**config.mk**
```make
export PLATFORM = sky130hd
export DESIGN_NAME = tjd_back
export DESIGN_NICKNAME = d
export VERILOG_FILES = /design/src/hw/rtl/assert_macros.svh /design/src/hw/rtl/tjd_pkg.sv /design/src/hw/rtl/tjd_mac.sv /design/src/hw/rtl/tjd_back.sv
export SDC_FILE = /design/constraint.sdc
export NUM_CORES = 2
export LEC_CHECK = 0
export ABC_CLOCK_PERIOD_IN_PS = 15580
export BUFFER_PORTS_ARGS = -buffer_cell sky130_fd_sc_hd__clkbuf_2
export CAP_MARGIN = 20
export CORE_MARGIN = 5
export CORE_UTILIZATION = 47
export DETAILED_ROUTE_END_ITERATION = 10
export GPL_ROUTABILITY_DRIVEN = 0
export REMOVE_ABC_BUFFERS = 1
export SYNTH_ARGS = -nofsm -noshare
export SYNTH_HDL_FRONTEND = slang
export SYNTH_HIERARCHICAL = 1
export SYNTH_SLANG_ARGS = --single-unit
```
**constraint.sdc**
```tcl
create_clock -name clk -period 15.58 [get_ports clk]
set_input_delay 1.558 -clock clk [delete_from_list [all_inputs] [get_ports clk]]
set_output_delay 1.558 -clock clk [all_outputs]
set_load 0.02 [all_outputs]
```
**src/hw/rtl/assert_macros.svh**
```systemverilog
// Assertion helper macros shared by the RTL that carries concurrent checks.
`ifndef ASSERT_MACROS_SVH
`define ASSERT_MACROS_SVH

// A property that must hold at every rising clock edge outside reset.
`define ASSERT_HOLDS(label, clk, rst, prop, msg) \
  label: assert property (@(posedge clk) disable iff (rst) (prop)) else $error(msg);

// When the antecedent holds, the consequent must hold in the next cycle.
`define ASSERT_NEXT(label, clk, rst, ante, cons, msg) \
  label: assert property (@(posedge clk) disable iff (rst) (ante) |=> (cons)) else $error(msg);

`endif

```
**src/hw/rtl/tjd_pkg.sv**
```systemverilog
// Types, widths and constants shared by the trajectory jump detector.
`timescale 1ns / 1ps
`default_nettype none

package tjd_pkg;

  localparam int POSITION_BITS = 28;
  localparam int TIME_BITS     = 63;
  localparam int SPEED_BITS    = 24;

  // Magnitude of a position step, and the sum of three squared steps.
  localparam int DIFF_BITS = POSITION_BITS + 1;
  localparam int DIST_BITS = 2 * DIFF_BITS + 2;
  // Speed limit times time step.
  localparam int RATE_BITS = SPEED_BITS + TIME_BITS;

  // Limb arithmetic for the shared multiplier.
  localparam int LIMB_BITS     = 32;
  localparam int LIMB_SHIFT    = $clog2(LIMB_BITS);
  localparam int WIDEST        = (DIST_BITS > RATE_BITS) ? DIST_BITS : RATE_BITS;
  localparam int LIMBS         = (WIDEST + LIMB_BITS - 1) / LIMB_BITS;
  localparam int OPND_BITS     = LIMBS * LIMB_BITS;
  localparam int ACC_BITS      = 2 * OPND_BITS;
  localparam int LIMB_IDX_BITS = (LIMBS > 1) ? $clog2(LIMBS) : 1;
  localparam int SHIFT_BITS    = (LIMBS > 1) ? $clog2(2 * LIMBS - 1) : 1;

  localparam logic [SPEED_BITS-1:0] SPEED_RESET = SPEED_BITS'(50000);
  // Microseconds per second, squared.
  localparam logic [OPND_BITS-1:0]  SCALE       = OPND_BITS'(64'd1000000000000);

  typedef enum logic [2:0] {
    VERDICT_NO_TIME   = 3'd0,
    VERDICT_TIME_BACK = 3'd1,
    VERDICT_NO_POS    = 3'd2,
    VERDICT_WITHIN    = 3'd3,
    VERDICT_OVER      = 3'd4
  } verdict_t;

  typedef struct packed {
    logic [TIME_BITS-1:0]            device_time_us;
    logic [TIME_BITS-1:0]            record_time_us;
    logic                            position_valid;
    logic signed [POSITION_BITS-1:0] north_mm;
    logic signed [POSITION_BITS-1:0] east_mm;
    logic signed [POSITION_BITS-1:0] down_mm;
  } sample_t;

  typedef struct packed {
    logic       likely_jump;
    logic [2:0] verdict_code;
  } result_t;

  // Classified sample handed from the front end to the arithmetic back end.
  typedef struct packed {
    logic                 needs_math;
    verdict_t             verdict_code;
    logic [TIME_BITS-1:0] time_step;
    logic [DIFF_BITS-1:0] north_step;
    logic [DIFF_BITS-1:0] east_step;
    logic [DIFF_BITS-1:0] down_step;
  } job_t;

  typedef struct packed {
    logic start;
    logic clear;
  } mac_cmd_t;

endpackage

`default_nettype wire

```
**src/hw/rtl/tjd_mac.sv**
```systemverilog
// Limb-serial multiply-accumulate unit built on one 32x32 multiplier.
`timescale 1ns / 1ps
`default_nettype none

module tjd_mac import tjd_pkg::*; (
  input  logic                 clk,
  input  logic                 rst,
  input  mac_cmd_t             cmd,
  input  logic [OPND_BITS-1:0] a,
  input  logic [OPND_BITS-1:0] b,
  output logic                 done,
  output logic [ACC_BITS-1:0]  acc
);

  localparam logic [LIMB_IDX_BITS-1:0] LAST_LIMB = LIMB_IDX_BITS'(LIMBS - 1);

  logic [OPND_BITS-1:0]     a_reg;
  logic [OPND_BITS-1:0]     b_reg;
  logic [LIMB_IDX_BITS-1:0] i_idx;
  logic [LIMB_IDX_BITS-1:0] j_idx;
  logic                     issuing;
  logic                     last_issue;
  logic [2*LIMB_BITS-1:0]   prod;
  logic [SHIFT_BITS-1:0]    prod_shift;
  logic                     prod_valid;
  logic                     prod_last;

  assign last_issue = (i_idx == LAST_LIMB) && (j_idx == LAST_LIMB);

  always_ff @(posedge clk) begin
    if (rst) begin
      issuing    <= 1'b0;
      prod_valid <= 1'b0;
      done       <= 1'b0;
      i_idx      <= '0;
      j_idx      <= '0;
    end else begin
      done       <= prod_valid && prod_last;
      prod_valid <= issuing;
      if (cmd.start) begin
        issuing <= 1'b1;
        i_idx   <= '0;
        j_idx   <= '0;
      end else if (issuing) begin
        if (last_issue) begin
          issuing <= 1'b0;
        end
        if (j_idx == LAST_LIMB) begin
          j_idx <= '0;
          i_idx <= i_idx + 1'b1;
        end else begin
          j_idx <= j_idx + 1'b1;
        end
      end
    end
  end

  always_ff @(posedge clk) begin
    if (cmd.start) begin
      a_reg <= a;
      b_reg <= b;
    end
    // One partial product per cycle, added in at its limb offset in the next cycle.
    prod       <= a_reg[i_idx*LIMB_BITS +: LIMB_BITS] * b_reg[j_idx*LIMB_BITS +: LIMB_BITS];
    prod_shift <= SHIFT_BITS'(i_idx) + SHIFT_BITS'(j_idx);
    prod_last  <= last_issue;
    if (cmd.start && cmd.clear) begin
      acc <= '0;
    end else if (prod_valid) begin
      acc <= acc + (ACC_BITS'(prod) << {prod_shift, LIMB_SHIFT'(0)});
    end
  end

endmodule

`default_nettype wire

```
**src/hw/rtl/tjd_back.sv**
```systemverilog
// Back end: runs the exact speed test on the shared multiplier and holds the result.
`timescale 1ns / 1ps
`default_nettype none

module tjd_back import tjd_pkg::*; (
  input  logic                  clk,
  input  logic                  rst,
  input  logic [SPEED_BITS-1:0] max_speed,
  input  logic                  job_valid,
  output logic                  job_ready,
  input  job_t                  job,
  output logic                  verdict_valid,
  input  logic                  verdict_ready,
  output result_t               verdict
);

  typedef enum logic [2:0] {
    ST_IDLE = 3'b001,
    ST_MATH = 3'b010,
    ST_EMIT = 3'b100
  } state_t;

  // Product steps, in the order they run.
  typedef enum logic [2:0] {
    OP_SQ_NORTH    = 3'd0,
    OP_SQ_EAST     = 3'd1,
    OP_SQ_DOWN     = 3'd2,
    OP_SCALE       = 3'd3,
    OP_SPEED_DT    = 3'd4,
    OP_SQUARE_RATE = 3'd5
  } op_t;

  state_t               state;
  op_t                  op;
  op_t                  next_op;
  job_t                 cur;
  logic [ACC_BITS-1:0]  lhs;
  verdict_t             pending;

  mac_cmd_t             cmd;
  logic [OPND_BITS-1:0] mac_a;
  logic [OPND_BITS-1:0] mac_b;
  logic                 mac_done;
  logic [ACC_BITS-1:0]  mac_acc;

  logic out_free;
  logic take_direct;
  logic take_math;
  logic advance;
  logic finish;
  logic emit_now;

  function automatic result_t make_result(input verdict_t code);
    result_t r;
    r.likely_jump  = (code == VERDICT_TIME_BACK) || (code == VERDICT_OVER);
    r.verdict_code = code;
    return r;
  endfunction

  tjd_mac u_mac (
    .clk  (clk),
    .rst  (rst),
    .cmd  (cmd),
    .a    (mac_a),
    .b    (mac_b),
    .done (mac_done),
    .acc  (mac_acc)
  );

  always_comb begin
    out_free    = !verdict_valid || verdict_ready;
    take_direct = (state == ST_IDLE) && job_valid && !job.needs_math && out_free;
    take_math   = (state == ST_IDLE) && job_valid && job.needs_math;
    job_ready   = take_direct || take_math;
    advance     = (state == ST_MATH) && mac_done && (op != OP_SQUARE_RATE);
    finish      = (state == ST_MATH) && mac_done && (op == OP_SQUARE_RATE);
    emit_now    = (state == ST_EMIT) && out_free;
    next_op     = take_math ? OP_SQ_NORTH : op_t'(op + 3'd1);
    cmd.start   = take_math || advance;
    // The three squared steps share one running sum.
    cmd.clear   = (next_op != OP_SQ_EAST) && (next_op != OP_SQ_DOWN);

    unique case (next_op)
      OP_SQ_NORTH: begin
        mac_a = OPND_BITS'(job.north_step);
        mac_b = OPND_BITS'(job.north_step);
      end
      OP_SQ_EAST: begin
        mac_a = OPND_BITS'(cur.east_step);
        mac_b = OPND_BITS'(cur.east_step);
      end
      OP_SQ_DOWN: begin
        mac_a = OPND_BITS'(cur.down_step);
        mac_b = OPND_BITS'(cur.down_step);
      end
      OP_SCALE: begin
        mac_a = mac_acc[OPND_BITS-1:0];
        mac_b = SCALE;
      end
      OP_SPEED_DT: begin
        mac_a = OPND_BITS'(max_speed);
        mac_b = OPND_BITS'(cur.time_step);
      end
      OP_SQUARE_RATE: begin
        mac_a = mac_acc[OPND_BITS-1:0];
        mac_b = mac_acc[OPND_BITS-1:0];
      end
      default: begin
        mac_a = '0;
        mac_b = '0;
      end
    endcase
  end

  always_ff @(posedge clk) begin
    if (rst) begin
      state         <= ST_IDLE;
      op            <= OP_SQ_NORTH;
      verdict_valid <= 1'b0;
    end else begin
      unique case (state)
        ST_IDLE: begin
          if (take_math) begin
            state <= ST_MATH;
          end
        end
        ST_MATH: begin
          if (finish) begin
            state <= ST_EMIT;
          end
        end
        ST_EMIT: begin
          if (emit_now) begin
            state <= ST_IDLE;
          end
        end
        default: state <= ST_IDLE;
      endcase
      if (cmd.start) begin
        op <= next_op;
      end
      if (take_direct || emit_now) begin
        verdict_valid <= 1'b1;
      end else if (verdict_ready) begin
        verdict_valid <= 1'b0;
      end
    end
  end

  always_ff @(posedge clk) begin
    if (take_math) begin
      cur <= job;
    end
    if ((state == ST_MATH) && mac_done && (op == OP_SCALE)) begin
      lhs <= mac_acc;
    end
    if (finish) begin
      pending <= (lhs > mac_acc) ? VERDICT_OVER : VERDICT_WITHIN;
    end
    if (take_direct) begin
      verdict <= make_result(job.verdict_code);
    end else if (emit_now) begin
      verdict <= make_result(pending);
    end
  end

endmodule

`default_nettype wire

```
==> results.toml <==
[outcome]
status = "complete, no violations"

[sta]
maxSlewViolCount = 0
hold-worst-slack_ns = 0.474
tightest_slew_ns = 1.28
period_needed_ns = 10.30
fmax_mhz = 97.1
fin_skew_ns = 0.0474
post-route-period-util = 0.661
finalSetupViolCount = 0
rsz0062_at_grt = "false"
setup-tns-final_ns = 0
hold_viol = 0
max-slew-margin-rel = 0.120

[die]
dieArea_um2 = 178000
initial_core_util = 0.472
die_h_um = 422
rows = 151
chipWidth_um = 422
io_pins = 188
core_um2 = 169000

[finish]
layout.nets = 10600
final_area_um2 = 86400
drive_above_1_share = 0.0703
mostFrequentLayoutCell = "nor2_1"
reg.largest.list = "lhs x192, u_mac/acc x192, cur x121"
final_cell_mix = "nor2_1 (1,252), inv_1 (1,151), fa_1 (898)"
area_growth_pct = 8.13

[clocking]
cts.reportedPaths.clkPinSlew_ns = 0.06
clk_latency_ns = 0.73
clk_path_buf_depth = 3
cts.sinks = 785
numCtsBuffers = 84
postCtsSetupRepairBufs = 0
hold_buffers = 0
clock-root-buffer = "clkbuf_16"
post_cts_resized = 0
cts_tree = "done"
htreeDepth = 3

[global_route]
grt_use_total = 0.328
antenna_found_initial = 12
grt_pass1_wl_mm = 437
grt_pass1_vias = 67200
grt_max_degree = 86
grt_overflow = 0

[place]
dp_hpwl_mm = 236
placed_area_um2 = 83400
numPortBuffers = 187

[logic_synthesis]
synthFlopType = "edfxtp_1"
synthMuxAreaShare = 0.0236
ys_seq_area_frac = 0.261
synth-xor-area-share = 0.0257
syn_avg_cell_area_um2 = 9.03
synth-edff-count = 511
ys_warn_count = 6
synth_compound_area_frac = 0.138
ys_ff_latch = 785
synth_top_family_by_area = "adder cells"
synth_cell_type_count = 101
synth_fa_ha_area_frac = 0.327
synth_simple_gate_area_share = 0.148
synthArstFlopShare = 0
syn-instance-count = 8847
syn-cell-area_um2 = 79900

[worst_setup_path]
end_kind = "flip-flop"
path_buf_inv = 5
required_ns = 16.17
path_class = "flip-flop to flip-flop"
critPathTopFamily = "adder cells"
crit_fanout = 66
worstSetupStartpointType = "flip-flop"
crit_path_frequent_cell = "fa_1"
cp_slowest_cell = "a21o_1"
max_stage_delay_ns = 0.98
reg2regPathDepth = 29
crit_arrival_ns = 10.89
critical_path_depth = 29

[route]
wirelength_mm = 297
drtIter0Drc = 7634
viasPerCell = 6.07
vias = 67500
drcViolationCount = 0
wl_per_cell_um = 26.7
ant_nets = 0
dr.pass1.iters = 6

[min_path]
hold_path.class = "flip-flop to flip-flop"
whs_path_depth = 0

[run]
cap_violations = 0
==> metrics by stage <==
| step | cells | setup slack, ns | utilization |
|---|---|---|---|
| after detailed placement | 11000 | 5.46 | 0.493 |
| after floorplan | 8375 | 1.72 | - |
| after global routing | 11100 | 4.86 | 0.511 |
| after global placement | 10900 | 5.51 | 0.493 |
| final | 11100 | 5.28 | 0.511 |
| after CTS | 11100 | 5.44 | 0.511 |
==> layout make-up <==
cell class                      count  area [um2]
Antenna cell                        8        20.0
Clock buffer                      119        2370
Clock inverter                     39         586
Fill cell                       15800       82700
Inverter                         1153        4330
Multi-Input combinational cell   6437       53200
Sequential cell                   785       20800
Tap cell                         2218        2780
Timing Repair Buffer              358        2220
==> logic make-up after synthesis <==
logic type,Yosys count
simple gates,2760
compound gates,1706
buf+inv,1625
fa+ha+maj,1549
flops,785
xor+xnor,234
mux,188
==> path summary, 6_finish.rpt <==
check / start / slack [ns] / to
worst min register to register: u_mac/acc[107] / 0.47 / lhs[107]
worst min-delay path: u_mac/acc[107] / 0.47 / lhs[107]
worst max register to register: u_mac/j_idx[0] / 5.28 / u_mac/prod[45]
worst max-delay path: u_mac/j_idx[0] / 5.28 / u_mac/prod[45]
==> synthesized netlist by cell type (all sizes together), types with 84 or more instances <==
master / n / area [um2]
o21ai: 331 / 1660
a21o: 226 / 1700
clkbuf: 434 / 1630
nand2: 881 / 3310
xor2: 86 / 753
nor3: 84 / 425
nand4: 178 / 1110
ha: 651 / 8150
inv: 1153 / 4330
edfxtp: 511 / 15300
xnor2: 148 / 1300
nor2: 1259 / 4730
mux2i: 185 / 1850
fa: 898 / 18000
a21oi: 586 / 2940
dfxtp: 274 / 5490
==> worst reg2reg max path, delay by kind of cell (launching register included) <==
kind / cells / cell delay (ns)
AND/OR/NAND/NOR: 5 / 0.86
buffers and inverters: 5 / 1.20
XOR/XNOR: 1 / 0.16
flip-flops: 1 / 0.31
AO/OA/AOI/OAI: 9 / 3.43
adder cells (fa/ha/maj): 9 / 4.25
==> layer usage <==
metal / global-route usage / wire, um / vias to the layer above
met5: 0 / 9 / -
met4: 0.171 / 19400 / 2
met3: 0.0741 / 30600 / 849
met2: 0.511 / 132000 / 3708
met1: 0.427 / 116000 / 33500
li1: - / - / 29500
Power is not shown: default switching activity piles up to over one toggle a cycle in this logic, so the estimate is an artifact.
