### config.mk
export PLATFORM = sky130hd
export DESIGN_NAME = tjd_queue
export DESIGN_NICKNAME = d
export VERILOG_FILES = /design/src/hw/rtl/assert_macros.svh /design/src/hw/rtl/tjd_pkg.sv /design/src/hw/rtl/tjd_queue.sv
export SDC_FILE = /design/constraint.sdc
export NUM_CORES = 1
export LEC_CHECK = 0
export BUFFER_PORTS_ARGS = -buffer_cell sky130_fd_sc_hd__buf_4
export CORE_UTILIZATION = 52
export DETAILED_ROUTE_END_ITERATION = 16
export PLACE_DENSITY = 0.88
export SLEW_MARGIN = 20
export SYNTH_ARGS = -nofsm -noshare
export SYNTH_HDL_FRONTEND = slang
export SYNTH_SLANG_ARGS = --single-unit
### constraint.sdc
create_clock -name clk -period 6.9 [get_ports clk]
set_clock_uncertainty 0.2 [all_clocks]
set_input_delay 0.69 -clock clk [delete_from_list [all_inputs] [get_ports clk]]
set_output_delay 0.69 -clock clk [all_outputs]
set_load 0.03 [all_outputs]
### src/hw/rtl/assert_macros.svh
// Assertion helper macros shared by the RTL that carries concurrent checks.
`ifndef ASSERT_MACROS_SVH
`define ASSERT_MACROS_SVH

// A property that must hold at every rising clock edge outside reset.
`define ASSERT_HOLDS(label, clk, rst, prop, msg) \
  label: assert property (@(posedge clk) disable iff (rst) (prop)) else $error(msg);

// When the antecedent holds, the consequent must hold in the next cycle.
`define ASSERT_NEXT(label, clk, rst, ante, cons, msg) \
  label: assert property (@(posedge clk) disable iff (rst) (ante) |=> (cons)) else $error(msg);

`endif

### src/hw/rtl/tjd_pkg.sv
// Types, widths and constants shared by the trajectory jump detector.
`timescale 1ns / 1ps
`default_nettype none

package tjd_pkg;

  localparam int POSITION_BITS = 28;
  localparam int TIME_BITS     = 63;
  localparam int SPEED_BITS    = 24;

  // Magnitude of a position step, and the sum of three squared steps.
  localparam int DIFF_BITS = POSITION_BITS + 1;
  localparam int DIST_BITS = 2 * DIFF_BITS + 2;
  // Speed limit times time step.
  localparam int RATE_BITS = SPEED_BITS + TIME_BITS;

  // Limb arithmetic for the shared multiplier.
  localparam int LIMB_BITS     = 32;
  localparam int LIMB_SHIFT    = $clog2(LIMB_BITS);
  localparam int WIDEST        = (DIST_BITS > RATE_BITS) ? DIST_BITS : RATE_BITS;
  localparam int LIMBS         = (WIDEST + LIMB_BITS - 1) / LIMB_BITS;
  localparam int OPND_BITS     = LIMBS * LIMB_BITS;
  localparam int ACC_BITS      = 2 * OPND_BITS;
  localparam int LIMB_IDX_BITS = (LIMBS > 1) ? $clog2(LIMBS) : 1;
  localparam int SHIFT_BITS    = (LIMBS > 1) ? $clog2(2 * LIMBS - 1) : 1;

  localparam logic [SPEED_BITS-1:0] SPEED_RESET = SPEED_BITS'(50000);
  // Microseconds per second, squared.
  localparam logic [OPND_BITS-1:0]  SCALE       = OPND_BITS'(64'd1000000000000);

  typedef enum logic [2:0] {
    VERDICT_NO_TIME   = 3'd0,
    VERDICT_TIME_BACK = 3'd1,
    VERDICT_NO_POS    = 3'd2,
    VERDICT_WITHIN    = 3'd3,
    VERDICT_OVER      = 3'd4
  } verdict_t;

  typedef struct packed {
    logic [TIME_BITS-1:0]            device_time_us;
    logic [TIME_BITS-1:0]            record_time_us;
    logic                            position_valid;
    logic signed [POSITION_BITS-1:0] north_mm;
    logic signed [POSITION_BITS-1:0] east_mm;
    logic signed [POSITION_BITS-1:0] down_mm;
  } sample_t;

  typedef struct packed {
    logic       likely_jump;
    logic [2:0] verdict_code;
  } result_t;

  // Classified sample handed from the front end to the arithmetic back end.
  typedef struct packed {
    logic                 needs_math;
    verdict_t             verdict_code;
    logic [TIME_BITS-1:0] time_step;
    logic [DIFF_BITS-1:0] north_step;
    logic [DIFF_BITS-1:0] east_step;
    logic [DIFF_BITS-1:0] down_step;
  } job_t;

  typedef struct packed {
    logic start;
    logic clear;
  } mac_cmd_t;

endpackage

`default_nettype wire

### src/hw/rtl/tjd_queue.sv
// Small FIFO of classified samples between the front end and the back end.
`timescale 1ns / 1ps
`default_nettype none

module tjd_queue import tjd_pkg::*; #(
  parameter int DEPTH = 2
) (
  input  logic clk,
  input  logic rst,
  input  logic push_valid,
  output logic push_ready,
  input  job_t push_data,
  output logic pop_valid,
  input  logic pop_ready,
  output job_t pop_data
);

  localparam int PTR_BITS   = (DEPTH > 1) ? $clog2(DEPTH) : 1;
  localparam int COUNT_BITS = $clog2(DEPTH + 1);

  job_t                  slots [DEPTH];
  logic [PTR_BITS-1:0]   wr_ptr;
  logic [PTR_BITS-1:0]   rd_ptr;
  logic [COUNT_BITS-1:0] count;
  logic                  push;
  logic                  pop;

  assign push_ready = (count != COUNT_BITS'(DEPTH));
  assign pop_valid  = (count != '0);
  assign pop_data   = slots[rd_ptr];
  assign push       = push_valid && push_ready;
  assign pop        = pop_valid && pop_ready;

  always_ff @(posedge clk) begin
    if (push) begin
      slots[wr_ptr] <= push_data;
    end
  end

  always_ff @(posedge clk) begin
    if (rst) begin
      wr_ptr <= '0;
      rd_ptr <= '0;
      count  <= '0;
    end else begin
      if (push) begin
        wr_ptr <= (wr_ptr == PTR_BITS'(DEPTH - 1)) ? '0 : wr_ptr + 1'b1;
      end
      if (pop) begin
        rd_ptr <= (rd_ptr == PTR_BITS'(DEPTH - 1)) ? '0 : rd_ptr + 1'b1;
      end
      case ({push, pop})
        2'b10:   count <= count + 1'b1;
        2'b01:   count <= count - 1'b1;
        default: count <= count;
      endcase
    end
  end

endmodule

`default_nettype wire

==> flow_metrics.env, run 1 <==
export IMPL_status="finished, final reports clean"
export IMPL_synthToLayoutAreaGrowth_pct=31.3
export IMPL_critPathRequiredTime_ps=6010
export IMPL_syn_area_per_cell_um2=22.5
export IMPL_grt_overflow=0
export IMPL_arrival_ps=2520
export IMPL_synth_largest_area_cell="edfxtp_1"
export IMPL_place_area_mm2=0.0140
export IMPL_cts_tree="done"
export IMPL_ir_drop_v=0.000301
export IMPL_pwr_share_clk_pct=25.5
export IMPL_relSlewSlack_pct=38.7
export IMPL_p_sw_mw=1.95
export IMPL_synth_edff_count=308
export IMPL_routedWlPerCell_um=20.8
export IMPL_final_core_util_pct=70.1
export IMPL_layout_commonest_cell="buf_4"
export IMPL_path_max_fanout=66
export IMPL_final_setup_worst_slack_ps=3490
export IMPL_finalCritPeriodShare_pct=49.4
export IMPL_htree_num_levels=1
export IMPL_detailedPlace_worstSlack_ps=3790
export IMPL_setup_tns_ps=0
export IMPL_hold_viol_final=0
export IMPL_dpl_hpwl_mm=15.8
export IMPL_p_int_mw=4.10
export IMPL_die_y_um=150
export IMPL_syn_num_nets=662
export IMPL_cts_sinks=313
export IMPL_power_leakage_nw=5.52
export IMPL_cts_buffers=31
export IMPL_top_level_ports=314
export IMPL_drive_gt1_share_pct=60.3
export IMPL_start_util_pct=53.4
export IMPL_dp_cells=1079
export IMPL_syn_inst=503
export IMPL_instances_no_fill=1133
export IMPL_fin_crit_ps=3410
export IMPL_die_w_um=150
export IMPL_start_kind="flop"
export IMPL_clk_latency_ps=530
export IMPL_clock_path_buffers=3
export IMPL_cts_setup_buffers=0
export IMPL_diodes=0
export IMPL_finalPower_mw=6.05
export IMPL_io_buffers=313
export IMPL_grt_pass1_wl_mm=34.0
export IMPL_row_count=53
export IMPL_async_flop_share_pct=0
export IMPL_seqPwrFrac_pct=41.2
export IMPL_cp_end_kind="output pin"
export IMPL_via_per_inst=5.22
export IMPL_grtUsageTotal_pct=20.4
export IMPL_final_area_mm2=0.0149
export IMPL_setup_viol=0
export IMPL_critPathKind="flop to output pin"
export IMPL_power_density_mw_per_mm2=407
export IMPL_cts_hold_buffers_added=0
export IMPL_hold_path_class="primary input to flop"
export IMPL_synth_top_area_share_pct=81.6
export IMPL_clk_pin_slew_ps=60
export IMPL_ys_warn_count=0
export IMPL_yosys_top_cells_area="edfxtp_1 (82%), mux2_2 (15%), dfxtp_1 (0.88%)"
export IMPL_yosys_cell_types_count=20
export IMPL_core_region_area_mm2=0.0212
export IMPL_grt_pass1_vias=6159
export IMPL_cts_root_buf="clkbuf_16"
export IMPL_grt_max_degree=89
export IMPL_cts_resized_gates=0
export IMPL_antenna_found_initial=0
export IMPL_drtIter0Drc=290
export IMPL_place_gp_congestion=0.796
export IMPL_whs_ps=135
export IMPL_drv_slew=0
export IMPL_fmax_mhz=293
export IMPL_ys_ff_latch=313
export IMPL_power_switching_share_pct=32.2
export IMPL_synth_ff_type="edfxtp_1"
export IMPL_final_cell_mix="buf_4 (318), edfxtp_1 (308), mux2_2 (154)"
export IMPL_cap_viol_max_count=0
export IMPL_worstMarginPinSlew_ps=920
export IMPL_synthesis_area_mm2=0.0113
export IMPL_antenna_left=0
export IMPL_drc=0
export IMPL_p_comb_share_pct=33.3
export IMPL_drt_pre_antenna_iters=4
export IMPL_final_nets=996
export IMPL_vias=5911
export IMPL_finalWirelength_mm=23.6
export IMPL_rsz0062_at_grt="no"
export IMPL_die_area_mm2=0.0224
export IMPL_ys_seq_area_share_pct=82.5
==> routing by layer <==
metal | wire length, um | global-route usage, % | vias to the layer above
met5 | 0 | 0 | -
met4 | 515 | 6.17 | 0
met3 | 2160 | 5.76 | 42
met2 | 12300 | 37.1 | 263
met1 | 8580 | 23.0 | 2939
li1 | - | - | 2667
==> synth_stat cells, types with 2 or more instances <==
| library cell | n |
|---|---|
| buf_2 | 10 |
| mux2_2 | 154 |
| edfxtp_1 | 308 |
| xnor2_1 | 2 |
| dfxtp_1 | 5 |
| a21oi_1 | 2 |
| nor2_1 | 3 |
| buf_6 | 7 |
==> cells by family (layout without fill, tap and decap cells) <==
logic type      count (synthesis)  count (layout)  synth area share (%)
flops                         313             313                  82.5
mux                           154             154                  15.3
buf+inv                        18             373                  1.17
compound gates                  5               5                 0.287
simple gates                    9               9                 0.420
xor+xnor                        3               3                 0.232
fa+ha+maj                       1               1                 0.110
==> sequential cells by signal, summed over array words and instances, names as in the netlist, named ones only <==
name and cells:
wr_ptr 1, count 2, rd_ptr 1, slots 308
==> area by class of cell <==
| class | instances | area (um^2) |
|---|---|---|
| flip-flops and latches | 313 | 9350 |
| fillers | 1280 | 6340 |
| repair buffers | 318 | 2390 |
| multi-input cells | 172 | 1860 |
| clock buffers | 40 | 810 |
| well taps | 275 | 344 |
| clock inverters | 14 | 118 |
| inverters | 1 | 8.76 |
==> power groups by stage <==
| stage | clock, mW | sequential (mW) | combinational, mW |
|---|---|---|---|
| 2_1_floorplan | 0 | 2.52 | 1.36 |
| 3_3_place_gp | 0 | 2.51 | 1.99 |
| 3_5_place_dp | 0 | 2.53 | 2.02 |
| 4_1_cts | 1.58 | 2.49 | 2.03 |
| 5_1_grt | 1.64 | 2.51 | 2.11 |
| 6_report | 1.54 | 2.49 | 2.02 |
==> final timing paths <==
check	start	endpoint	slack [ps]	depth (start not counted)
max	flop	pop_data[108]	3490	3
min	push_data[104]	slots[1][104]	140	1
max reg2reg	count[0]	slots[1][113]	3980	3
min reg2reg	count[1]	count[1]	320	2
==> critical path: stages, from the launching register on <==
cell	delay [ps]
dfxtp_4	580
buf_4	730
mux2_2	430
buf_4	180
Power figures use the tool's default switching activity.
==> run 2, diff against run 1 <==
clock period = 3.2 ns   (was 6.9 ns; I/O delays follow)
==> flow_metrics.env, run 2 (synthesis results as in run 1) <==
export IMPL_cp_cell_sequence="buf_12 -> mux2_2 -> buf_4"
export IMPL_fmax_mhz=377
export IMPL_reg2reg_from="count[0]"
export IMPL_hold_path_class="primary input to flop"
export IMPL_clock_path_buffers=3
export IMPL_drc=0
export IMPL_fin_crit_ps=2650
export IMPL_die_w_um=150
export IMPL_synthToLayoutAreaGrowth_pct=46.9
export IMPL_io_buffers=313
export IMPL_critPathKind="flop to output pin"
export IMPL_timing_hold_worst_start="push_data[29]"
export IMPL_cp_end_kind="output pin"
export IMPL_cts_buffers=30
export IMPL_clk_latency_ps=530
export IMPL_final_cell_mix="buf_4 (314), edfxtp_1 (308), dlygate4sd3_1 (158)"
export IMPL_rr_endpoint="slots[0][123]"
export IMPL_power_density_mw_per_mm2=815
export IMPL_cts_tree="done"
export IMPL_status="finished, final reports clean"
export IMPL_die_area_mm2=0.0224
export IMPL_r2r_slack_ps=1200
export IMPL_largest_register="slots"
export IMPL_power_leakage_nw=6.25
export IMPL_finalCritPeriodShare_pct=82.9
export IMPL_die_y_um=150
export IMPL_relSlewSlack_pct=50.5
export IMPL_vias=6673
export IMPL_via_per_inst=5.14
export IMPL_min_path_cells=2
export IMPL_cp_slowest_cell="dfxtp_4"
export IMPL_hold_viol_final=0
export IMPL_cp_num_buf_inv=2
export IMPL_path_max_fanout=47
export IMPL_largest_register_ffs=308
export IMPL_setup_viol=0
export IMPL_core_region_area_mm2=0.0212
export IMPL_grtUsageTotal_pct=23.9
export IMPL_drive_gt1_share_pct=51.9
export IMPL_cts_sinks=313
export IMPL_grt_pass1_vias=7177
export IMPL_final_nets=1156
export IMPL_ir_drop_v=0.000609
export IMPL_start_kind="flop"
export IMPL_cap_viol_max_count=0
export IMPL_largestRegisters="slots (308), count (2)"
export IMPL_drtIter0Drc=340
export IMPL_grt_overflow=0
export IMPL_cts_resized_gates=0
export IMPL_dpl_hpwl_mm=14.9
export IMPL_crit_family="flip-flops"
export IMPL_arrival_ps=2130
export IMPL_multi_input_area_mm2=0.00187
export IMPL_htree_num_levels=1
export IMPL_drv_slew=0
export IMPL_regArea_mm2=0.00935
export IMPL_antenna_left=0
export IMPL_final_core_util_pct=78.5
export IMPL_place_gp_congestion=0.741
export IMPL_grt_pass1_wl_mm=39.8
export IMPL_finalPower_mw=13.6
export IMPL_grt_max_degree=118
export IMPL_cpPeakStageDelay_ps=690
export IMPL_layout_commonest_cell="buf_4"
export IMPL_top_level_ports=314
export IMPL_whs_endpoint="slots[0][29]"
export IMPL_row_count=53
export IMPL_setup_tns_ps=0
export IMPL_worstMarginPinSlew_ps=742
export IMPL_drt_pre_antenna_iters=4
export IMPL_finalWirelength_mm=27.5
export IMPL_rsz0062_at_grt="no"
export IMPL_clk_pin_slew_ps=60
export IMPL_routedWlPerCell_um=21.2
export IMPL_cts_setup_buffers=0
export IMPL_start_util_pct=53.4
export IMPL_fill_cells=1034
export IMPL_antenna_found_initial=4
export IMPL_cts_root_buf="clkbuf_16"
export IMPL_reg2regPathDepth=4
export IMPL_whs_ps=312
export IMPL_critPathRequiredTime_ps=2680
## run 2: layout make-up
| cell class | count | area share [%] |
|---|---|---|
| diodes | 4 | 0.0601 |
| clock inverters | 18 | 0.984 |
| multi-input cells | 172 | 11.2 |
| clock buffers | 37 | 4.97 |
| inverters | 1 | 0.0451 |
| repair buffers | 479 | 24.5 |
| flip-flops and latches | 313 | 56.2 |
| well taps | 275 | 2.07 |
## run 2: worst max-delay path by stage
stage / cells after the start / slack [ps] / endpoint
CTS: 3 / 480 / pop_data[55]
global placement: 3 / 1090 / pop_data[40]
finish: 3 / 550 / pop_data[153]
floorplan: 3 / -370 / slots[0][0]
detailed placement: 3 / 1080 / pop_data[139]
global route: 3 / 440 / pop_data[56]
## run 2: metrics by stage
| step | setup WS, ps | std cells | area [um^2] |
|---|---|---|---|
| 2_1_floorplan | -370 | 503 | 11300 |
| 3_3_place_gp | 1090 | 1082 | 14100 |
| 3_5_place_dp | 1080 | 1082 | 14100 |
| 4_1_cts | 480 | 1295 | 16600 |
| 5_1_grt | 438 | 1299 | 16700 |
| 6_report | 546 | 1299 | 16700 |
## run 2: what timing repair did
action | CTS | global route
endpoints found under the setup margin | 0 | 0
endpoints found under the hold margin | 313 | 0
hold buffers | 158 | 0
## run 2: where the power goes
| part | internal [mW] | total [mW] | leakage (nW) | switching, mW |
|---|---|---|---|---|
| Clock | 2.07 | 3.52 | 0.489 | 1.46 |
| Combinational | 1.94 | 4.62 | 2.84 | 2.68 |
| Sequential | 5.18 | 5.42 | 2.92 | 0.238 |
| Total | 9.19 | 13.6 | 6.25 | 4.38 |
## run 2: routing by layer
layer  global-route usage (%)  wire, um  vias up
met2                     43.5     14400      301
met1                     27.4     10300     3316
li1                         -         -     2996
met4                     8.72       991        0
met3                     5.46      1870       60
met5                        0         0        -
