<file path="src/hw/rtl/assert_macros.svh">
// Assertion helper macros shared by the RTL that carries concurrent checks.
`ifndef ASSERT_MACROS_SVH
`define ASSERT_MACROS_SVH

// A property that must hold at every rising clock edge outside reset.
`define ASSERT_HOLDS(label, clk, rst, prop, msg) \
  label: assert property (@(posedge clk) disable iff (rst) (prop)) else $error(msg);

// When the antecedent holds, the consequent must hold in the next cycle.
`define ASSERT_NEXT(label, clk, rst, ante, cons, msg) \
  label: assert property (@(posedge clk) disable iff (rst) (ante) |=> (cons)) else $error(msg);

`endif

</file>
<file path="src/hw/rtl/tjd_pkg.sv">
// Types, widths and constants shared by the trajectory jump detector.
`timescale 1ns / 1ps
`default_nettype none

package tjd_pkg;

  localparam int POSITION_BITS = 28;
  localparam int TIME_BITS     = 63;
  localparam int SPEED_BITS    = 24;

  // Magnitude of a position step, and the sum of three squared steps.
  localparam int DIFF_BITS = POSITION_BITS + 1;
  localparam int DIST_BITS = 2 * DIFF_BITS + 2;
  // Speed limit times time step.
  localparam int RATE_BITS = SPEED_BITS + TIME_BITS;

  // Limb arithmetic for the shared multiplier.
  localparam int LIMB_BITS     = 32;
  localparam int LIMB_SHIFT    = $clog2(LIMB_BITS);
  localparam int WIDEST        = (DIST_BITS > RATE_BITS) ? DIST_BITS : RATE_BITS;
  localparam int LIMBS         = (WIDEST + LIMB_BITS - 1) / LIMB_BITS;
  localparam int OPND_BITS     = LIMBS * LIMB_BITS;
  localparam int ACC_BITS      = 2 * OPND_BITS;
  localparam int LIMB_IDX_BITS = (LIMBS > 1) ? $clog2(LIMBS) : 1;
  localparam int SHIFT_BITS    = (LIMBS > 1) ? $clog2(2 * LIMBS - 1) : 1;

  localparam logic [SPEED_BITS-1:0] SPEED_RESET = SPEED_BITS'(50000);
  // Microseconds per second, squared.
  localparam logic [OPND_BITS-1:0]  SCALE       = OPND_BITS'(64'd1000000000000);

  typedef enum logic [2:0] {
    VERDICT_NO_TIME   = 3'd0,
    VERDICT_TIME_BACK = 3'd1,
    VERDICT_NO_POS    = 3'd2,
    VERDICT_WITHIN    = 3'd3,
    VERDICT_OVER      = 3'd4
  } verdict_t;

  typedef struct packed {
    logic [TIME_BITS-1:0]            device_time_us;
    logic [TIME_BITS-1:0]            record_time_us;
    logic                            position_valid;
    logic signed [POSITION_BITS-1:0] north_mm;
    logic signed [POSITION_BITS-1:0] east_mm;
    logic signed [POSITION_BITS-1:0] down_mm;
  } sample_t;

  typedef struct packed {
    logic       likely_jump;
    logic [2:0] verdict_code;
  } result_t;

  // Classified sample handed from the front end to the arithmetic back end.
  typedef struct packed {
    logic                 needs_math;
    verdict_t             verdict_code;
    logic [TIME_BITS-1:0] time_step;
    logic [DIFF_BITS-1:0] north_step;
    logic [DIFF_BITS-1:0] east_step;
    logic [DIFF_BITS-1:0] down_step;
  } job_t;

  typedef struct packed {
    logic start;
    logic clear;
  } mac_cmd_t;

endpackage

`default_nettype wire

</file>
<file path="src/hw/rtl/tjd_front.sv">
// Front end: keeps the previous sample and classifies each new one.
`timescale 1ns / 1ps
`default_nettype none

module tjd_front import tjd_pkg::*; (
  input  logic    clk,
  input  logic    rst,
  input  logic    sample_valid,
  output logic    sample_ready,
  input  sample_t sample,
  output logic    job_valid,
  input  logic    job_ready,
  output job_t    job
);

  logic [TIME_BITS-1:0]            last_device_time;
  logic [TIME_BITS-1:0]            last_record_time;
  logic                            last_position_valid;
  logic signed [POSITION_BITS-1:0] last_north;
  logic signed [POSITION_BITS-1:0] last_east;
  logic signed [POSITION_BITS-1:0] last_down;

  logic                 dev_pair;
  logic                 rec_pair;
  logic [TIME_BITS-1:0] prev_time;
  logic [TIME_BITS-1:0] cur_time;
  logic [TIME_BITS:0]   time_diff;
  logic                 forward;

  function automatic logic [DIFF_BITS-1:0] abs_step(
    input logic signed [POSITION_BITS-1:0] cur,
    input logic signed [POSITION_BITS-1:0] prev
  );
    logic signed [DIFF_BITS-1:0] d;
    d = DIFF_BITS'(cur) - DIFF_BITS'(prev);
    return d[DIFF_BITS-1] ? $unsigned(-d) : $unsigned(d);
  endfunction

  always_comb begin
    dev_pair  = (last_device_time != '0) && (sample.device_time_us != '0);
    rec_pair  = (last_record_time != '0) && (sample.record_time_us != '0);
    prev_time = dev_pair ? last_device_time : last_record_time;
    cur_time  = dev_pair ? sample.device_time_us : sample.record_time_us;
    time_diff = {1'b0, cur_time} - {1'b0, prev_time};
    // A borrow or a zero step both mean the time did not move forward.
    forward   = !time_diff[TIME_BITS] && (time_diff[TIME_BITS-1:0] != '0);

    job.needs_math   = 1'b0;
    job.verdict_code = VERDICT_WITHIN;
    job.time_step    = time_diff[TIME_BITS-1:0];
    job.north_step   = abs_step(sample.north_mm, last_north);
    job.east_step    = abs_step(sample.east_mm, last_east);
    job.down_step    = abs_step(sample.down_mm, last_down);
    if (!(dev_pair || rec_pair)) begin
      job.verdict_code = VERDICT_NO_TIME;
    end else if (!forward) begin
      job.verdict_code = VERDICT_TIME_BACK;
    end else if (!(last_position_valid && sample.position_valid)) begin
      job.verdict_code = VERDICT_NO_POS;
    end else begin
      job.needs_math = 1'b1;
    end
  end

  assign job_valid    = sample_valid;
  assign sample_ready = job_ready;

  always_ff @(posedge clk) begin
    if (rst) begin
      last_device_time    <= '0;
      last_record_time    <= '0;
      last_position_valid <= 1'b0;
      last_north          <= '0;
      last_east           <= '0;
      last_down           <= '0;
    end else if (sample_valid && sample_ready) begin
      last_device_time    <= sample.device_time_us;
      last_record_time    <= sample.record_time_us;
      last_position_valid <= sample.position_valid;
      last_north          <= sample.north_mm;
      last_east           <= sample.east_mm;
      last_down           <= sample.down_mm;
    end
  end

endmodule

`default_nettype wire

</file>
<file path="config.mk">
export PLATFORM = sky130hd
export DESIGN_NAME = tjd_front
export DESIGN_NICKNAME = d
export VERILOG_FILES = /design/src/hw/rtl/assert_macros.svh /design/src/hw/rtl/tjd_pkg.sv /design/src/hw/rtl/tjd_front.sv
export SDC_FILE = /design/constraint.sdc
export NUM_CORES = 1
export LEC_CHECK = 0
export ABC_AREA = 1
export BUFFER_PORTS_ARGS = -buffer_cell sky130_fd_sc_hd__buf_4
export CAP_MARGIN = 10
export CORE_MARGIN = 4
export CORE_UTILIZATION = 40
export CTS_CLUSTER_SIZE = 8
export DETAILED_ROUTE_END_ITERATION = 12
export MAX_ROUTING_LAYER = met4
export PLACE_DENSITY = 0.71
export SLEW_MARGIN = 20
export SYNTH_ARGS = -nofsm -noshare
export SYNTH_HDL_FRONTEND = slang
export SYNTH_SLANG_ARGS = --single-unit
</file>
<file path="constraint.sdc">
create_clock -name clk -period 12.5 [get_ports clk]
set_input_delay 2.5 -clock clk [delete_from_list [all_inputs] [get_ports clk]]
set_output_delay 2.5 -clock clk [all_outputs]
set_load 0.01 [all_outputs]
</file>
==> impl_metrics.json, run 1 <==
{
  "vias": 27055,
  "critPathLaunchType": "primary input",
  "utilization": 0.481,
  "drc": 0,
  "layout.nets": 4825,
  "grt_first_pass_wirelength_mm": 137,
  "antenna_found_initial": 4,
  "overflow": 0,
  "crit_family": "simple AND/OR/NAND/NOR gates",
  "worst_path_max_delay_cell": "nor4_1",
  "die_w_um": 250,
  "dpl.hpwl_mm": 73.6,
  "avgSynthCellArea_sq_um": 5.64,
  "wl_per_cell_um": 16.9,
  "dieArea_sq_mm": 0.0625,
  "place_ws_ns": 1.71,
  "syn_inst": 4148,
  "cp.required_ns": 10.00,
  "grt_max_degree": 137,
  "syn_area_sq_mm": 0.0234,
  "clkTransAtPathRegs_ns": 0.05,
  "clock_path_buffers": 3,
  "htreeDepth": 2,
  "numCtsBuffers": 34,
  "report.final.slew_viol_count": 0,
  "synth_edf_count": 0,
  "cts_resized": 0,
  "syn2layout_area_growth_pct": 18.7,
  "relSlewSlack": 0.217,
  "post-cts-setup-buffers": 0,
  "crit_type": "in -> out",
  "hold_viol": 0,
  "setup_tns_ns": 0,
  "clock_latency_ns": 0.56,
  "cts_tree": "yes",
  "critPathMaxFanout": 102,
  "vdd_drop_max_uv": 120,
  "ys_warn_count": 0,
  "endpoint_kind": "output pin",
  "period_share": 0.890,
  "grt_pass1_vias": 25021,
  "drive_above_1_share": 0.109,
  "hp-class": "reg -> reg",
  "synth_cell_type_count": 53,
  "syn_nets": 4517,
  "drt_first_iter_violations": 2008,
  "max_freq_ghz": 0.0899,
  "fin_skew_ns": 0,
  "async_reset_ff_frac": 0,
  "cts_hold_buf": 0,
  "finalSetupViolations": 0,
  "viasPerCell": 5.17,
  "routed_wl_mm": 88.4,
  "critPathArrivalTime_ns": 8.62,
  "gp_congestion": 1.06,
  "fillers": 6345,
  "setup_ws_ns": 1.38,
  "rows": 88,
  "rsz0062_at_grt": "false",
  "clockRootBuffer": "clkbuf_16",
  "instances_no_fill": 5236,
  "first_pass_iters": 6,
  "slowest_delay_ns": 0.57,
  "grt_use_total": 0.277,
  "worst_pin_slew_ns": 1.16,
  "ant_nets": 0,
  "core_area_sq_mm": 0.0578,
  "start_util": 0.405,
  "cp_num_buf_inv": 4,
  "io_buffers": 369,
  "status": "completed",
  "synth_seq_area_share": 0.180,
  "dp_cells": 5185,
  "cap_violations": 0,
  "cts.sinks": 211,
  "p_per_area_mw_per_mm2": 114,
  "ios": 371,
  "r2r_slack_ns": 11.71,
  "synth_seq_cells": 211,
  "synth_flop_cell": "dfxtp_1",
  "die_y_um": 250,
  "p_leak_nw": 14.1,
  "min_period_ns": 11.12
}
## layer usage
layer  up-vias  track usage  routed length [um]
met5         -            -                   0
met2       994        0.445               39500
met4         0       0.0853                2990
met3       161       0.0379                6420
met1     12064        0.364               39500
li1      13836            -                   -
## layout by cell type (no fill, tap or decap), types with 9 or more instances in the layout
| cell type | count |
|---|---|
| dfxtp_1 | 211 |
| o21bai_1 | 11 |
| nand2_2 | 13 |
| clkbuf_16 | 35 |
| mux2i_1 | 15 |
| nand3_1 | 160 |
| nor2_2 | 9 |
| a211oi_1 | 166 |
| nor2_1 | 511 |
| nand2_1 | 1275 |
| buf_4 | 375 |
| xor2_1 | 73 |
| xnor2_1 | 46 |
| nand3b_1 | 28 |
| nor4_1 | 57 |
| a21oi_1 | 220 |
| nor3_1 | 51 |
| nand4_1 | 91 |
| inv_1 | 731 |
| ha_1 | 150 |
| o21ai_0 | 146 |
## stage by stage
stage	hold slack (ns)	power (W)	area, sq um
after detailed placement	0.456	0.00231	26800
after floorplan	0.443	0.00171	23400
after global placement	0.454	0.00231	26800
after CTS	0.467	0.00319	27800
final	0.465	0.00317	27800
after global routing	0.478	0.00340	27800
## flip-flops by register name, indices dropped and copies added (netlist names)
name,flops
last_east,28
last_position_valid,1
last_north,28
last_record_time,63
last_down,28
last_device_time,63
## synth_stat cells (70+ instances only)
cell | count | area (sq um)
ha_1 | 150 | 1880
nand4_1 | 91 | 569
nor2_1 | 511 | 1920
inv_1 | 731 | 2740
o21ai_0 | 146 | 731
xor2_1 | 73 | 639
nand2_1 | 1276 | 4790
a211oi_1 | 166 | 1250
clkbuf_1 | 70 | 263
nand3_1 | 160 | 801
dfxtp_1 | 211 | 4220
a21oi_1 | 220 | 1100
## final timing paths
kind,start,endpoint,cells after the start
setup / recovery,sample[164],job[153],27
hold / removal,last_position_valid,last_position_valid,2
setup reg to reg,last_record_time[21],last_record_time[21],2
hold reg to reg,last_position_valid,last_position_valid,2
## area by class of cell
cell class	instances	area, sq um	share of cell area
antenna	4	10.0	0.000360
clock buffer	42	932	0.0335
tap	765	957	0.0345
inverter	736	2770	0.0995
sequential	211	4220	0.152
clock inverter	5	50.0	0.00180
multi-input combinational	3095	16000	0.575
timing repair buffer	378	2870	0.103
## logic make-up after synthesis
family,Yosys count,synth area share
and+or+nand+nor,2218,0.393
buffers and inverters,842,0.138
AOI/OAI and AO/OA,581,0.149
DFF,211,0.180
adders and majority gates,154,0.0836
xor gates and xnor gates,126,0.0499
muxes,15,0.00641
other,1,0.000160
## tightest hold or removal path, delay by kind of cell (launching register included)
family | cells | cell delay (ns)
simple gates | 1 | 0.06
flops | 1 | 0.30
compound gates | 1 | 0.06
## power breakdown
group,total (W),internal (W),switching (W)
Sequential,0.000739,0.000717,0.0000226
Clock,0.000857,0.000520,0.000337
Combinational,0.00158,0.000598,0.000978
Total,0.00317,0.00183,0.00134
No activity file was read; power rests on OpenSTA's default activity.
==> inputs of run 2 (changes only) <==
Settings changed: CELL_PAD_IN_SITES_DETAIL_PLACEMENT set to 1, CELL_PAD_IN_SITES_GLOBAL_PLACEMENT set to 1, PLACE_DENSITY 0.71 to 0.94, REMOVE_ABC_BUFFERS set to 1.
==> impl_metrics.json, run 2 (synthesis results as in run 1) <==
{
  "final_common_cell": "nand2_1",
  "dpl.hpwl_mm": 81.4,
  "clock_path_buffers": 3,
  "vdd_drop_max_uv": 120,
  "drt_first_iter_violations": 1695,
  "clock_latency_ns": 0.58,
  "worst_pin_slew_ns": 1.07,
  "rows": 88,
  "relSlewSlack": 0.289,
  "drive_above_1_share": 0.107,
  "clkTransAtPathRegs_ns": 0.05,
  "post-cts-setup-buffers": 0,
  "utilization": 0.478,
  "cts.sinks": 211,
  "grt_max_degree": 127,
  "top_regs": "last_device_time (63), last_record_time (63)",
  "ios": 371,
  "cts_hold_buf": 0,
  "p_leak_nw": 14.0,
  "fillers": 8306,
  "io_buffers": 369,
  "dieArea_sq_mm": 0.0625,
  "wl_per_cell_um": 18.6,
  "die_w_um": 250,
  "gp_congestion": 1.02,
  "max_freq_ghz": 0.0933,
  "wl_met2_mm": 45.5,
  "grt_pass1_vias": 28610,
  "report.final.slew_viol_count": 0,
  "viasPerCell": 5.38,
  "hold_viol": 0,
  "ant_nets": 0,
  "syn2layout_area_growth_pct": 17.9,
  "core_area_sq_mm": 0.0578,
  "clockRootBuffer": "clkbuf_16",
  "route.top_layer_used": "met4",
  "p_per_area_mw_per_mm2": 113,
  "cts_tree": "yes",
  "overflow": 0,
  "htreeDepth": 1,
  "grt_use_total": 0.306,
  "finalSetupViolations": 0,
  "antenna_found_initial": 5,
  "crit_type": "in -> out",
  "dr_wl_met3_mm": 5.61,
  "wl_met1_mm": 42.6,
  "endpoint_kind": "output pin",
  "routed_wl_mm": 97.4,
  "critPathMaxFanout": 112,
  "rsz0062_at_grt": "false",
  "numCtsBuffers": 31,
  "die_y_um": 250,
  "status": "completed",
  "critPathArrivalTime_ns": 8.21,
  "first_pass_iters": 5,
  "fin_skew_ns": 0,
  "start_util": 0.405,
  "hp-class": "reg -> reg",
  "finalPower_w": 0.00313,
  "grt_first_pass_wirelength_mm": 153,
  "critPathLaunchType": "primary input",
  "vias": 28145,
  "period_share": 0.857,
  "cap_violations": 0,
  "drc": 0,
  "mostFrequentLayoutCells": "nand2_1, inv_1, nor2_1, buf_4, a21oi_1",
  "cts_resized": 0,
  "cp.required_ns": 10.00,
  "layout.nets": 4821,
  "min_period_ns": 10.71
}
[run 2: area by class of cell]
| cell class | instances | area, sq um | share of cell area |
|---|---|---|---|
| multi-input cells | 3095 | 16000 | 0.579 |
| flip-flops and latches | 211 | 4220 | 0.153 |
| repair buffers | 377 | 2850 | 0.103 |
| inverters | 736 | 2770 | 0.100 |
| well taps | 765 | 957 | 0.0347 |
| clock buffers | 37 | 808 | 0.0293 |
| diodes | 6 | 15.0 | 0.000544 |
| clock inverters | 2 | 10.0 | 0.000363 |
[run 2: critical path: stages]
cell and delay, ns:
buf_4 0.12, nor4_1 0.75, nand4_1 0.35, nor2_1 0.21, nand3_1 0.10, o41ai_2 0.11, buf_4 0.88, o21ai_0 0.22
ha_1 0.44, nand2_1 0.15, nor2_1 0.20, inv_1 0.11, nor2_1 0.23, nand2_1 0.08, inv_1 0.14, nand2_1 0.14
nand2_1 0.13, nand2_1 0.06, nand2_1 0.14, nand2_1 0.09, nor2_1 0.18, nand2_1 0.15, nor2_1 0.13, nand3_1 0.18
nand3_1 0.15, inv_1 0.05, buf_4 0.14
[run 2: routing by layer]
metal	GRT usage	up-vias
li1	-	13801
met5	-	-
met3	0.0374	196
met2	0.511	796
met1	0.386	13352
met4	0.0975	0
[run 2: through the flow]
step	setup TNS [ns]	std cells	hold WS, ns	setup WS [ns]	cell area (sq um)
global route	0	5228	0.492	1.49	27600
global placement	0	5184	0.454	2.09	26800
detailed placement	0	5184	0.458	1.94	26800
finish	0	5229	0.466	1.79	27600
floorplan	-777.37	4042	0.440	-12.62	23000
CTS	0	5223	0.470	1.91	27600
[run 2: where the power goes]
part	internal, W	switching, W	total (W)
sequential	0.000716	0.0000220	0.000738
combinational	0.000598	0.00103	0.00163
clock	0.000442	0.000322	0.000764
[run 2: final timing paths]
check,depth (start not counted),endpoint,slack [ns],startpoint
worst max-delay path,27,job[151],1.79,sample[164]
worst min-delay path,2,last_north[20],0.47,last_north[20]
worst max register to register,2,last_device_time[49],11.71,last_device_time[49]
worst min register to register,2,last_north[20],0.47,last_north[20]
